===== config.mk =====
export PLATFORM = sky130hd
export DESIGN_NAME = lrc_lyric_line_parser
export DESIGN_NICKNAME = d
export VERILOG_FILES = /design/src/hdl/lrc_pkg.sv /design/src/hdl/lrc_dp.sv /design/src/hdl/lrc_ctrl.sv /design/src/hdl/lrc_lyric_line_parser.sv
export SDC_FILE = /design/constraint.sdc
export NUM_CORES = 1
export LEC_CHECK = 0
export BUFFER_PORTS_ARGS = -buffer_cell sky130_fd_sc_hd__buf_2
export CAP_MARGIN = 5
export CORE_AREA = 2 2 206 208
export DETAILED_ROUTE_END_ITERATION = 7
export DIE_AREA = 0 0 208 210
export HOLD_SLACK_MARGIN = 0.12
export PLACE_DENSITY = 0.72
export SYNTH_ARGS = -nofsm -noshare
export SYNTH_HDL_FRONTEND = slang
export SYNTH_SLANG_ARGS = --single-unit

===== constraint.sdc =====
create_clock -name i_clk -period 7.6 [get_ports i_clk]
set_input_delay 0.76 -clock i_clk [delete_from_list [all_inputs] [get_ports i_clk]]
set_output_delay 0.76 -clock i_clk [all_outputs]
set_load 0.02 [all_outputs]

===== src/hdl/lrc_pkg.sv =====
// lrc parser package: shared types, codes and character constants
`default_nettype none
package lrc_pkg;

    // result kinds
    localparam logic [1:0] KIND_START = 2'd0;
    localparam logic [1:0] KIND_TEXT  = 2'd1;
    localparam logic [1:0] KIND_END   = 2'd2;

    // characters of interest
    localparam logic [7:0] CH_NUL    = 8'h00;
    localparam logic [7:0] CH_TAB    = 8'h09;
    localparam logic [7:0] CH_LF     = 8'h0A;
    localparam logic [7:0] CH_CR     = 8'h0D;
    localparam logic [7:0] CH_SPACE  = 8'h20;
    localparam logic [7:0] CH_DOT    = 8'h2E;
    localparam logic [7:0] CH_ZERO   = 8'h30;
    localparam logic [7:0] CH_NINE   = 8'h39;
    localparam logic [7:0] CH_COLON  = 8'h3A;
    localparam logic [7:0] CH_LBRACK = 8'h5B;
    localparam logic [7:0] CH_RBRACK = 8'h5D;

    localparam logic [13:0] ACC_MAX = 14'd9999;
    localparam int unsigned MIN_MS  = 60000;
    localparam int unsigned SEC_MS  = 1000;

    localparam int unsigned TS_W = 30;

    // line parse position
    typedef enum logic [2:0] {
        MODE_LEAD    = 3'd0,
        MODE_NEWLINE = 3'd1,
        MODE_MIN     = 3'd2,
        MODE_SEC     = 3'd3,
        MODE_FRAC    = 3'd4,
        MODE_TEXT    = 3'd5,
        MODE_SKIP    = 3'd6
    } t_mode;

    // sequencer state
    typedef enum logic [2:0] {
        ST_IDLE    = 3'd0,
        ST_TS_MIN  = 3'd1,
        ST_TS_SEC  = 3'd2,
        ST_TS_FRAC = 3'd3,
        ST_START   = 3'd4,
        ST_BLANK   = 3'd5,
        ST_CHAR    = 3'd6,
        ST_END     = 3'd7
    } t_state;

    // class of the incoming byte
    typedef enum logic [3:0] {
        CLS_ZERO   = 4'd0,
        CLS_DIGIT  = 4'd1,
        CLS_BLANK  = 4'd2,
        CLS_LF     = 4'd3,
        CLS_CR     = 4'd4,
        CLS_LBRACK = 4'd5,
        CLS_RBRACK = 4'd6,
        CLS_COLON  = 4'd7,
        CLS_DOT    = 4'd8,
        CLS_OTHER  = 4'd9
    } t_cls;

    // timestamp build steps
    typedef enum logic [1:0] {
        TS_NONE = 2'd0,
        TS_MIN  = 2'd1,
        TS_SEC  = 2'd2,
        TS_FRAC = 2'd3
    } t_ts_step;

    // which result goes into the output register
    typedef enum logic [1:0] {
        SRC_START = 2'd0,
        SRC_BLANK = 2'd1,
        SRC_CHAR  = 2'd2,
        SRC_END   = 2'd3
    } t_src;

    typedef struct packed {
        logic     capture;
        logic     acc_clear;
        logic     acc_min;
        logic     acc_sec;
        logic     acc_frac;
        t_ts_step ts_step;
        logic     blank_push;
        logic     line_clear;
        logic     count_clear;
        logic     drain_start;
        logic     drain_next;
        logic     emit;
        t_src     emit_src;
        logic     emit_last;
    } t_cmd;

    typedef struct packed {
        t_cls cls;
        logic frac_full;
        logic count_zero;
        logic drain_last;
        logic out_free;
    } t_sts;

endpackage
`default_nettype wire


===== src/hdl/lrc_dp.sv =====
// lrc parser datapath: accumulators, timestamp build, blank buffer, output register
`default_nettype none
module lrc_dp
    import lrc_pkg::*;
#(
    parameter int MAX_BLANK_RUN = 32
) (
    input  wire logic            i_clk,
    input  wire logic            i_rst_n,
    input  wire logic [7:0]      i_text_byte_in,
    input  wire t_cmd            i_cmd,
    output t_sts                 o_sts,
    input  wire logic            i_out_ready,
    output logic                 o_out_valid,
    output logic [1:0]           o_kind,
    output logic [TS_W-1:0]      o_timestamp_ms,
    output logic [7:0]           o_text_byte_out,
    output logic                 o_blank_overflow,
    output logic                 o_last_of_run
);

    localparam int CNT_W  = $clog2(MAX_BLANK_RUN + 1);
    localparam int ADDR_W = (MAX_BLANK_RUN > 1) ? $clog2(MAX_BLANK_RUN) : 1;

    logic [13:0]       r_min;
    logic [13:0]       r_sec;
    logic [9:0]        r_frac;
    logic [1:0]        r_frac_digits;
    logic [TS_W-1:0]   r_ts;
    logic [7:0]        r_byte;
    logic [CNT_W-1:0]  r_count;
    logic [CNT_W-1:0]  r_idx;
    logic [CNT_W-1:0]  n_idx;
    logic              r_ovf;
    logic              r_blank_mem [MAX_BLANK_RUN];
    logic              r_rd_data;

    logic              r_out_valid;
    logic [1:0]        r_kind;
    logic [TS_W-1:0]   r_out_ts;
    logic [7:0]        r_out_byte;
    logic              r_out_ovf;
    logic              r_out_last;

    logic [3:0]        digit;
    logic [13:0]       n_min_acc;
    logic [13:0]       n_sec_acc;
    logic [16:0]       min_x10;
    logic [16:0]       sec_x10;
    logic [TS_W-1:0]   frac_scaled;
    logic              out_free;
    t_cls              cls;

    // byte classification
    always_comb begin
        priority if (i_text_byte_in == CH_NUL) begin
            cls = CLS_ZERO;
        end else if (i_text_byte_in >= CH_ZERO && i_text_byte_in <= CH_NINE) begin
            cls = CLS_DIGIT;
        end else if (i_text_byte_in == CH_SPACE || i_text_byte_in == CH_TAB) begin
            cls = CLS_BLANK;
        end else if (i_text_byte_in == CH_LF) begin
            cls = CLS_LF;
        end else if (i_text_byte_in == CH_CR) begin
            cls = CLS_CR;
        end else if (i_text_byte_in == CH_LBRACK) begin
            cls = CLS_LBRACK;
        end else if (i_text_byte_in == CH_RBRACK) begin
            cls = CLS_RBRACK;
        end else if (i_text_byte_in == CH_COLON) begin
            cls = CLS_COLON;
        end else if (i_text_byte_in == CH_DOT) begin
            cls = CLS_DOT;
        end else begin
            cls = CLS_OTHER;
        end
    end

    assign digit = i_text_byte_in[3:0];

    // acc * 10 + digit as shift-add, then clamp
    assign min_x10 = {r_min, 3'b000} + {2'b00, r_min, 1'b0} + {13'd0, digit};
    assign sec_x10 = {r_sec, 3'b000} + {2'b00, r_sec, 1'b0} + {13'd0, digit};
    assign n_min_acc = (min_x10 > {3'b000, ACC_MAX}) ? ACC_MAX : min_x10[13:0];
    assign n_sec_acc = (sec_x10 > {3'b000, ACC_MAX}) ? ACC_MAX : sec_x10[13:0];

    // fraction scaled to three digits
    always_comb begin
        unique case (r_frac_digits)
            2'd0:    frac_scaled = '0;
            2'd1:    frac_scaled = TS_W'(r_frac) * TS_W'(100);
            2'd2:    frac_scaled = TS_W'(r_frac) * TS_W'(10);
            default: frac_scaled = TS_W'(r_frac);
        endcase
    end

    always_ff @(posedge i_clk) begin
        if (i_cmd.acc_clear) begin
            r_min         <= '0;
            r_sec         <= '0;
            r_frac        <= '0;
            r_frac_digits <= '0;
        end else begin
            if (i_cmd.acc_min) begin
                r_min <= n_min_acc;
            end
            if (i_cmd.acc_sec) begin
                r_sec <= n_sec_acc;
            end
            if (i_cmd.acc_frac) begin
                r_frac        <= 10'(({r_frac, 3'b000} + {r_frac, 1'b0}) + {9'd0, digit});
                r_frac_digits <= r_frac_digits + 2'd1;
            end
        end
        unique case (i_cmd.ts_step)
            TS_MIN:  r_ts <= TS_W'(r_min) * TS_W'(MIN_MS);
            TS_SEC:  r_ts <= r_ts + TS_W'(r_sec) * TS_W'(SEC_MS);
            TS_FRAC: r_ts <= r_ts + frac_scaled;
            default: r_ts <= r_ts;
        endcase
        if (i_cmd.capture) begin
            r_byte <= i_text_byte_in;
        end
    end

    // blank run buffer
    always_comb begin
        priority if (i_cmd.drain_start) begin
            n_idx = '0;
        end else if (i_cmd.drain_next) begin
            n_idx = r_idx + 1'b1;
        end else begin
            n_idx = r_idx;
        end
    end

    always_ff @(posedge i_clk) begin
        if (i_cmd.blank_push && r_count < CNT_W'(MAX_BLANK_RUN)) begin
            r_blank_mem[r_count[ADDR_W-1:0]] <= (i_text_byte_in == CH_TAB);
        end
        r_rd_data <= r_blank_mem[n_idx[ADDR_W-1:0]];
    end

    always_ff @(posedge i_clk) begin
        if (!i_rst_n) begin
            r_count <= '0;
            r_ovf   <= 1'b0;
            r_idx   <= '0;
        end else begin
            r_idx <= n_idx;
            if (i_cmd.line_clear) begin
                r_count <= '0;
                r_ovf   <= 1'b0;
            end else if (i_cmd.count_clear) begin
                r_count <= '0;
            end else if (i_cmd.blank_push) begin
                if (r_count < CNT_W'(MAX_BLANK_RUN)) begin
                    r_count <= r_count + 1'b1;
                end else begin
                    r_ovf <= 1'b1;
                end
            end
        end
    end

    // output register
    assign out_free = !r_out_valid || i_out_ready;

    always_ff @(posedge i_clk) begin
        if (!i_rst_n) begin
            r_out_valid <= 1'b0;
        end else if (i_cmd.emit) begin
            r_out_valid <= 1'b1;
        end else if (i_out_ready) begin
            r_out_valid <= 1'b0;
        end
    end

    always_ff @(posedge i_clk) begin
        if (i_cmd.emit) begin
            r_out_last <= i_cmd.emit_last;
            r_out_ts   <= '0;
            r_out_byte <= '0;
            r_out_ovf  <= 1'b0;
            unique case (i_cmd.emit_src)
                SRC_START: begin
                    r_kind   <= KIND_START;
                    r_out_ts <= r_ts;
                end
                SRC_BLANK: begin
                    r_kind     <= KIND_TEXT;
                    r_out_byte <= r_rd_data ? CH_TAB : CH_SPACE;
                end
                SRC_CHAR: begin
                    r_kind     <= KIND_TEXT;
                    r_out_byte <= r_byte;
                end
                default: begin
                    r_kind    <= KIND_END;
                    r_out_ovf <= r_ovf;
                end
            endcase
        end
    end

    assign o_sts.cls        = cls;
    assign o_sts.frac_full  = (r_frac_digits == 2'd3);
    assign o_sts.count_zero = (r_count == '0);
    assign o_sts.drain_last = (CNT_W'(r_idx + 1'b1) == r_count);
    assign o_sts.out_free   = out_free;

    assign o_out_valid      = r_out_valid;
    assign o_kind           = r_kind;
    assign o_timestamp_ms   = r_out_ts;
    assign o_text_byte_out  = r_out_byte;
    assign o_blank_overflow = r_out_ovf;
    assign o_last_of_run    = r_out_last;

endmodule
`default_nettype wire


===== src/hdl/lrc_ctrl.sv =====
// lrc parser controller: line parse mode and result sequencing
`default_nettype none
module lrc_ctrl
    import lrc_pkg::*;
(
    input  wire logic i_clk,
    input  wire logic i_rst_n,
    input  wire logic i_in_valid,
    output logic      o_in_ready,
    input  wire t_sts i_sts,
    output t_cmd      o_cmd
);

    t_state r_state;
    t_state n_state;
    t_mode  r_mode;
    t_mode  n_mode;
    logic   r_line_started;
    logic   n_line_started;
    logic   r_end_zero;
    logic   n_end_zero;
    logic   accept;

    always_ff @(posedge i_clk) begin
        if (!i_rst_n) begin
            r_state        <= ST_IDLE;
            r_mode         <= MODE_LEAD;
            r_line_started <= 1'b0;
            r_end_zero     <= 1'b0;
        end else begin
            r_state        <= n_state;
            r_mode         <= n_mode;
            r_line_started <= n_line_started;
            r_end_zero     <= n_end_zero;
        end
    end

    assign o_in_ready = (r_state == ST_IDLE);
    assign accept     = o_in_ready && i_in_valid;

    always_comb begin
        n_state        = r_state;
        n_mode         = r_mode;
        n_line_started = r_line_started;
        n_end_zero     = r_end_zero;
        o_cmd          = '0;
        o_cmd.ts_step  = TS_NONE;
        o_cmd.emit_src = SRC_CHAR;

        unique case (r_state)
            ST_IDLE: begin
                if (accept) begin
                    o_cmd.capture = 1'b1;
                    if (i_sts.cls == CLS_ZERO) begin
                        n_mode = MODE_LEAD;
                        if (r_mode == MODE_TEXT && r_line_started) begin
                            n_end_zero = 1'b1;
                            n_state    = ST_END;
                        end else begin
                            n_line_started   = 1'b0;
                            o_cmd.acc_clear  = 1'b1;
                            o_cmd.line_clear = 1'b1;
                        end
                    end else begin
                        unique case (r_mode)
                            MODE_LEAD, MODE_NEWLINE: begin
                                priority case (i_sts.cls)
                                    CLS_BLANK: n_mode = MODE_LEAD;
                                    CLS_LBRACK: begin
                                        o_cmd.acc_clear = 1'b1;
                                        n_mode          = MODE_MIN;
                                    end
                                    CLS_LF: n_mode = MODE_NEWLINE;
                                    CLS_CR: n_mode = (r_mode == MODE_NEWLINE) ?
                                                     MODE_NEWLINE : MODE_SKIP;
                                    default: n_mode = MODE_SKIP;
                                endcase
                            end
                            MODE_MIN: begin
                                priority case (i_sts.cls)
                                    CLS_DIGIT: o_cmd.acc_min = 1'b1;
                                    CLS_COLON: n_mode = MODE_SEC;
                                    CLS_LF:    n_mode = MODE_NEWLINE;
                                    default:   n_mode = MODE_SKIP;
                                endcase
                            end
                            MODE_SEC: begin
                                priority case (i_sts.cls)
                                    CLS_DIGIT: o_cmd.acc_sec = 1'b1;
                                    CLS_DOT, CLS_COLON: n_mode = MODE_FRAC;
                                    CLS_RBRACK: begin
                                        n_mode  = MODE_TEXT;
                                        n_state = ST_TS_MIN;
                                    end
                                    CLS_LF:  n_mode = MODE_NEWLINE;
                                    default: n_mode = MODE_SKIP;
                                endcase
                            end
                            MODE_FRAC: begin
                                priority if (i_sts.cls == CLS_DIGIT && !i_sts.frac_full) begin
                                    o_cmd.acc_frac = 1'b1;
                                end else if (i_sts.cls == CLS_RBRACK) begin
                                    n_mode  = MODE_TEXT;
                                    n_state = ST_TS_MIN;
                                end else if (i_sts.cls == CLS_LF) begin
                                    n_mode = MODE_NEWLINE;
                                end else begin
                                    n_mode = MODE_SKIP;
                                end
                            end
                            MODE_TEXT: begin
                                priority if (i_sts.cls == CLS_LF || i_sts.cls == CLS_CR) begin
                                    n_mode = MODE_NEWLINE;
                                    if (r_line_started) begin
                                        n_end_zero = 1'b0;
                                        n_state    = ST_END;
                                    end else begin
                                        o_cmd.line_clear = 1'b1;
                                    end
                                end else if (i_sts.cls == CLS_BLANK) begin
                                    o_cmd.blank_push = 1'b1;
                                end else if (!r_line_started) begin
                                    n_state = ST_START;
                                end else if (!i_sts.count_zero) begin
                                    o_cmd.drain_start = 1'b1;
                                    n_state           = ST_BLANK;
                                end else begin
                                    n_state = ST_CHAR;
                                end
                            end
                            default: begin
                                n_mode = (i_sts.cls == CLS_LF) ? MODE_NEWLINE : MODE_SKIP;
                            end
                        endcase
                    end
                end
            end
            ST_TS_MIN: begin
                o_cmd.ts_step = TS_MIN;
                n_state       = ST_TS_SEC;
            end
            ST_TS_SEC: begin
                o_cmd.ts_step = TS_SEC;
                n_state       = ST_TS_FRAC;
            end
            ST_TS_FRAC: begin
                o_cmd.ts_step    = TS_FRAC;
                o_cmd.line_clear = 1'b1;
                n_line_started   = 1'b0;
                n_state          = ST_IDLE;
            end
            ST_START: begin
                if (i_sts.out_free) begin
                    o_cmd.emit     = 1'b1;
                    o_cmd.emit_src = SRC_START;
                    n_line_started = 1'b1;
                    if (i_sts.count_zero) begin
                        n_state = ST_CHAR;
                    end else begin
                        o_cmd.drain_start = 1'b1;
                        n_state           = ST_BLANK;
                    end
                end
            end
            ST_BLANK: begin
                if (i_sts.out_free) begin
                    o_cmd.emit       = 1'b1;
                    o_cmd.emit_src   = SRC_BLANK;
                    o_cmd.drain_next = 1'b1;
                    if (i_sts.drain_last) begin
                        o_cmd.count_clear = 1'b1;
                        n_state           = ST_CHAR;
                    end
                end
            end
            ST_CHAR: begin
                if (i_sts.out_free) begin
                    o_cmd.emit      = 1'b1;
                    o_cmd.emit_src  = SRC_CHAR;
                    o_cmd.emit_last = 1'b1;
                    n_state         = ST_IDLE;
                end
            end
            default: begin
                // line end, and full clear when the text ended
                if (i_sts.out_free) begin
                    o_cmd.emit       = 1'b1;
                    o_cmd.emit_src   = SRC_END;
                    o_cmd.emit_last  = 1'b1;
                    o_cmd.line_clear = 1'b1;
                    o_cmd.acc_clear  = r_end_zero;
                    n_line_started   = 1'b0;
                    n_state          = ST_IDLE;
                end
            end
        endcase
    end

endmodule
`default_nettype wire


===== src/hdl/lrc_lyric_line_parser.sv =====
// lrc lyric line parser top level
`default_nettype none
// Parses lyric text, one byte per input transaction, into line-start
// (timestamp in ms), text-byte and line-end results on a valid/ready output
// channel with a registered result stage. Most bytes are taken one per cycle.
// A closing bracket of a timestamp holds the input after the accept for the
// three steps of the timestamp build (minutes, seconds, fraction terms added
// one per cycle). A byte that produces results holds the input while they
// are emitted one at a time as the output side takes them (line start, each
// buffered blank read from the blank-run memory, then the byte itself); a
// line end holds it until its result is emitted. Blank runs longer than
// MAX_BLANK_RUN are truncated and the line end carries the overflow flag.
module lrc_lyric_line_parser
    import lrc_pkg::*;
#(
    parameter int MAX_BLANK_RUN = 32
) (
    input  wire logic            i_clk,
    input  wire logic            i_rst_n,
    input  wire logic            i_in_valid,
    output logic                 o_in_ready,
    input  wire logic [7:0]      i_text_byte_in,
    output logic                 o_out_valid,
    input  wire logic            i_out_ready,
    output logic [1:0]           o_kind,
    output logic [TS_W-1:0]      o_timestamp_ms,
    output logic [7:0]           o_text_byte_out,
    output logic                 o_blank_overflow,
    output logic                 o_last_of_run
);

    t_cmd cmd;
    t_sts sts;

    lrc_ctrl u_ctrl (
        .i_clk      (i_clk),
        .i_rst_n    (i_rst_n),
        .i_in_valid (i_in_valid),
        .o_in_ready (o_in_ready),
        .i_sts      (sts),
        .o_cmd      (cmd)
    );

    lrc_dp #(
        .MAX_BLANK_RUN (MAX_BLANK_RUN)
    ) u_dp (
        .i_clk            (i_clk),
        .i_rst_n          (i_rst_n),
        .i_text_byte_in   (i_text_byte_in),
        .i_cmd            (cmd),
        .o_sts            (sts),
        .i_out_ready      (i_out_ready),
        .o_out_valid      (o_out_valid),
        .o_kind           (o_kind),
        .o_timestamp_ms   (o_timestamp_ms),
        .o_text_byte_out  (o_text_byte_out),
        .o_blank_overflow (o_blank_overflow),
        .o_last_of_run    (o_last_of_run)
    );

endmodule
`default_nettype wire

==> metrics <==
Leak 8.63 nW; synth warn 0; DR pass1 iterations 5; Nets 2400; Chip Height 210 um; Post-CTS Hold Fix Bufs 0; GPL Wtd Cong 0.887; Pint 2.39 mW; Die W 208 um; clock power share 0.209; commonest non-fill, non-tap cell in the layout ha_1; vias after detailed routing 14580; status finished, final reports clean; buffers and inverters on the worst path 2; setup TNS 0 ns; Num CTS Buffers 17; Setup CP Type flop to flop; final design utilization 0.477; CP arrival 7.14 ns; CTS clk-pin slew, worst paths 0.08 ns; Clk Latency, worst-skew pair 0.46 ns; Sw Pwr 1.72 mW; CP cell instances fa_1 > fa_1 > inv_1 > fa_1 > fa_1 > inv_1 > ha_1 > o21ai_0 > a21boi_0 > o21ai_0 > o21ai_0 > o21ai_0 > xnor2_1 > ha_1 > a21o_1 > a21oi_1 > nor3b_1 > o211ai_1 > a41oi_1 > nor2b_1 > a21oi_1 > o22ai_1 > a211o_1; Crit-path slowest cell dfxtp_1; Hold Path Class flop to flop; Setup Skew 0.0158 ns; Via density 5.72; sequential cell fraction of total power 0.300; num ports 56; RSZ-0062 raised after global routing false; DR WL/cell 17.4 um; Setup-failing EPs final 0; pwr/cell area 208 mW/mm^2; cell family with most CP delay adder cells; largest net degree at the start of global routing 47; initial antenna violation count 0; core area 0.0415 sq mm; WP data required 7.82 ns; minimum clock period 6.92 ns; GRT Resource Usage Total 0.206; Peak VDD IR 0.000174 V; Async S/R FF share, synth 0; launching point of the worst reg2reg path u_dp.r_sec[1]$_SDFFE_PP0P_; die area 0.0437 sq mm; Post-synth EDFFs 112; vias in the first global route 14508; CP Capture Type flop; Starting Density 0.444; total grt overflow 0; Max Slew Vio Count 0; antenna viol nets, final 0; total power draw 4.11 mW; row count 75; Setup Fix Bufs, Post-CTS 0; Critical Path Source u_dp.r_sec[1]$_SDFFE_PP0P_; Port Buffer Count 55; TritonCTS clock tree yes; slew of the pin with the lowest slew margin 1.08 ns; global-route wire length before repair 73000 um; area growth from synthesis to layout 7.49%; synth unique cells 95; synthesized flop and latch total 175; Switching Share 0.418; filler cell count 3858; DRC 0; H-tree depth 4; Critical Path Source Type flop; most frequent cells in the layout 281 x ha_1, 200 x inv_1, 171 x nor2_1, 120 x nand2_1; DR iter-0 viols 885; worst-path maximum fanout 9; HP Start u_dp.r_ovf$_SDFFE_PP0P_; Most used DFF post-synth edfxtp_1; CP peak stage delay 0.58 ns; # clock sinks 175; FMAX 144 MHz; Post-Route WL 44400 um; sequential-to-total area share from yosys stat 0.251; syn_area_per_cell 9.41 sq um; Antenna Cells 0; period utilization 0.911; syn nets 2360; Longest Clk Path Bufs 2; MaxCap Viol Count 0; max_slew headroom 0.280; Mapped Cells 1956; Combinational Power Share 0.491; root buf cell clkbuf_16; synthesized area 0.0184 sq mm; HPWL Detailed 34800 um; share of cells above drive strength 1 0.0712; Final Hold Vio Count 0; Post-CTS Resized 0
[flip-flops by register name (all words and copies together) (netlist names)]
signal / count
u_ctrl.r_line_started: 1
u_dp.o_text_byte_out: 8
u_ctrl.r_state: 3
u_dp.r_count: 6
u_dp.o_blank_overflow: 1
u_dp.r_ts: 30
u_dp.o_out_valid: 1
u_dp.r_blank_mem: 32
u_dp.r_idx: 6
u_dp.o_timestamp_ms: 30
u_dp.r_frac: 10
u_dp.r_ovf: 1
u_dp.r_min: 14
u_dp.r_frac_digits: 2
u_dp.o_last_of_run: 1
u_ctrl.r_mode: 3
u_ctrl.r_end_zero: 1
u_dp.r_rd_data: 1
u_dp.o_kind: 2
u_dp.r_sec: 14
u_dp.r_byte: 8
[cell families after synthesis]
family,synth area share
adders and majority gates,0.312
AOI/OAI and AO/OA,0.168
and+or+nand+nor,0.147
buffers and inverters,0.0511
muxes,0.00815
xor gates and xnor gates,0.0632
DFF,0.251
[layout make-up]
type	count	area (sq um)	area share
inverters	202	758	0.0383
repair buffers	61	320	0.0162
clock buffers	19	433	0.0219
well taps	539	674	0.0341
flip-flops and latches	175	4620	0.234
clock inverters	13	123	0.00619
multi-input cells	1539	12900	0.650
[routing by layer]
metal	track usage	vias to the layer above	share of wire
met5	0	-	0
met4	0.0731	0	0.029
met3	0.0276	60	0.039
met2	0.343	319	0.48
met1	0.275	7149	0.46
li1	-	7052	-
[stage by stage]
stage                     setup WS [ns]  hold WS, ns  area, sq um  instances
final                             0.679        0.488        19800       2548
after floorplan                    1.50        0.432        18400       1956
after detailed placement          0.746        0.464        19200       2516
after global routing              0.118        0.517        19800       2548
after CTS                         0.716        0.485        19800       2548
after global placement            0.924        0.466        19200       2516
[tightest hold or removal path, stage by stage (launching register included)]
cell and delay, ns:
dfxtp_1 0.33, a41oi_1 0.04, nor2_1 0.08
[Yosys cell counts (7+ instances only)]
cell / n / area share
a21o_1: 26 / 0.011
a31oi_1: 15 / 0.0051
fa_1: 111 / 0.12
o21bai_1: 19 / 0.0077
or2_2: 7 / 0.0024
o211ai_1: 15 / 0.0061
nor2b_1: 19 / 0.0065
or3_1: 9 / 0.0031
a22oi_1: 16 / 0.0065
nand2_1: 120 / 0.024
clkbuf_1: 28 / 0.0057
o21a_1: 12 / 0.0049
dfxtp_1: 63 / 0.068
o2bb2ai_1: 10 / 0.0048
and2_1: 46 / 0.016
o21ai_0: 85 / 0.023
xnor2_1: 84 / 0.040
nor2_1: 172 / 0.035
o22ai_1: 13 / 0.0044
edfxtp_1: 112 / 0.18
nand2b_1: 29 / 0.0099
o221ai_1: 10 / 0.0048
o31ai_1: 9 / 0.0037
inv_1: 201 / 0.041
nand3_1: 39 / 0.011
nor4_1: 8 / 0.0027
ha_1: 281 / 0.19
o221a_2: 8 / 0.0049
a211oi_1: 11 / 0.0045
mux2i_1: 15 / 0.0082
nand4_1: 8 / 0.0027
a21oi_1: 112 / 0.030
and3_1: 13 / 0.0044
xor2_1: 47 / 0.022
buf_2: 8 / 0.0022
nor3_1: 41 / 0.011
a21boi_0: 9 / 0.0037
[power by group through the flow]
stage / clock network [mW] / logic, mW / registers [mW]
after floorplan: 0 / 1.56 / 1.20
after global placement: 0 / 1.93 / 1.26
after detailed placement: 0 / 1.99 / 1.26
after CTS: 0.871 / 2.01 / 1.24
after global routing: 0.910 / 2.28 / 1.25
final: 0.859 / 2.02 / 1.24
[final timing paths]
path	to	slack, ns	cells after the start
min reg2reg	u_dp.r_ovf$_SDFFE_PP0P_	0.49	2
max	u_dp.r_ts[29]$_DFFE_PP_	0.68	23
max reg2reg	u_dp.r_ts[29]$_DFFE_PP_	0.68	23
min	u_dp.r_ovf$_SDFFE_PP0P_	0.49	2
(Power assumes the default switching activity.)
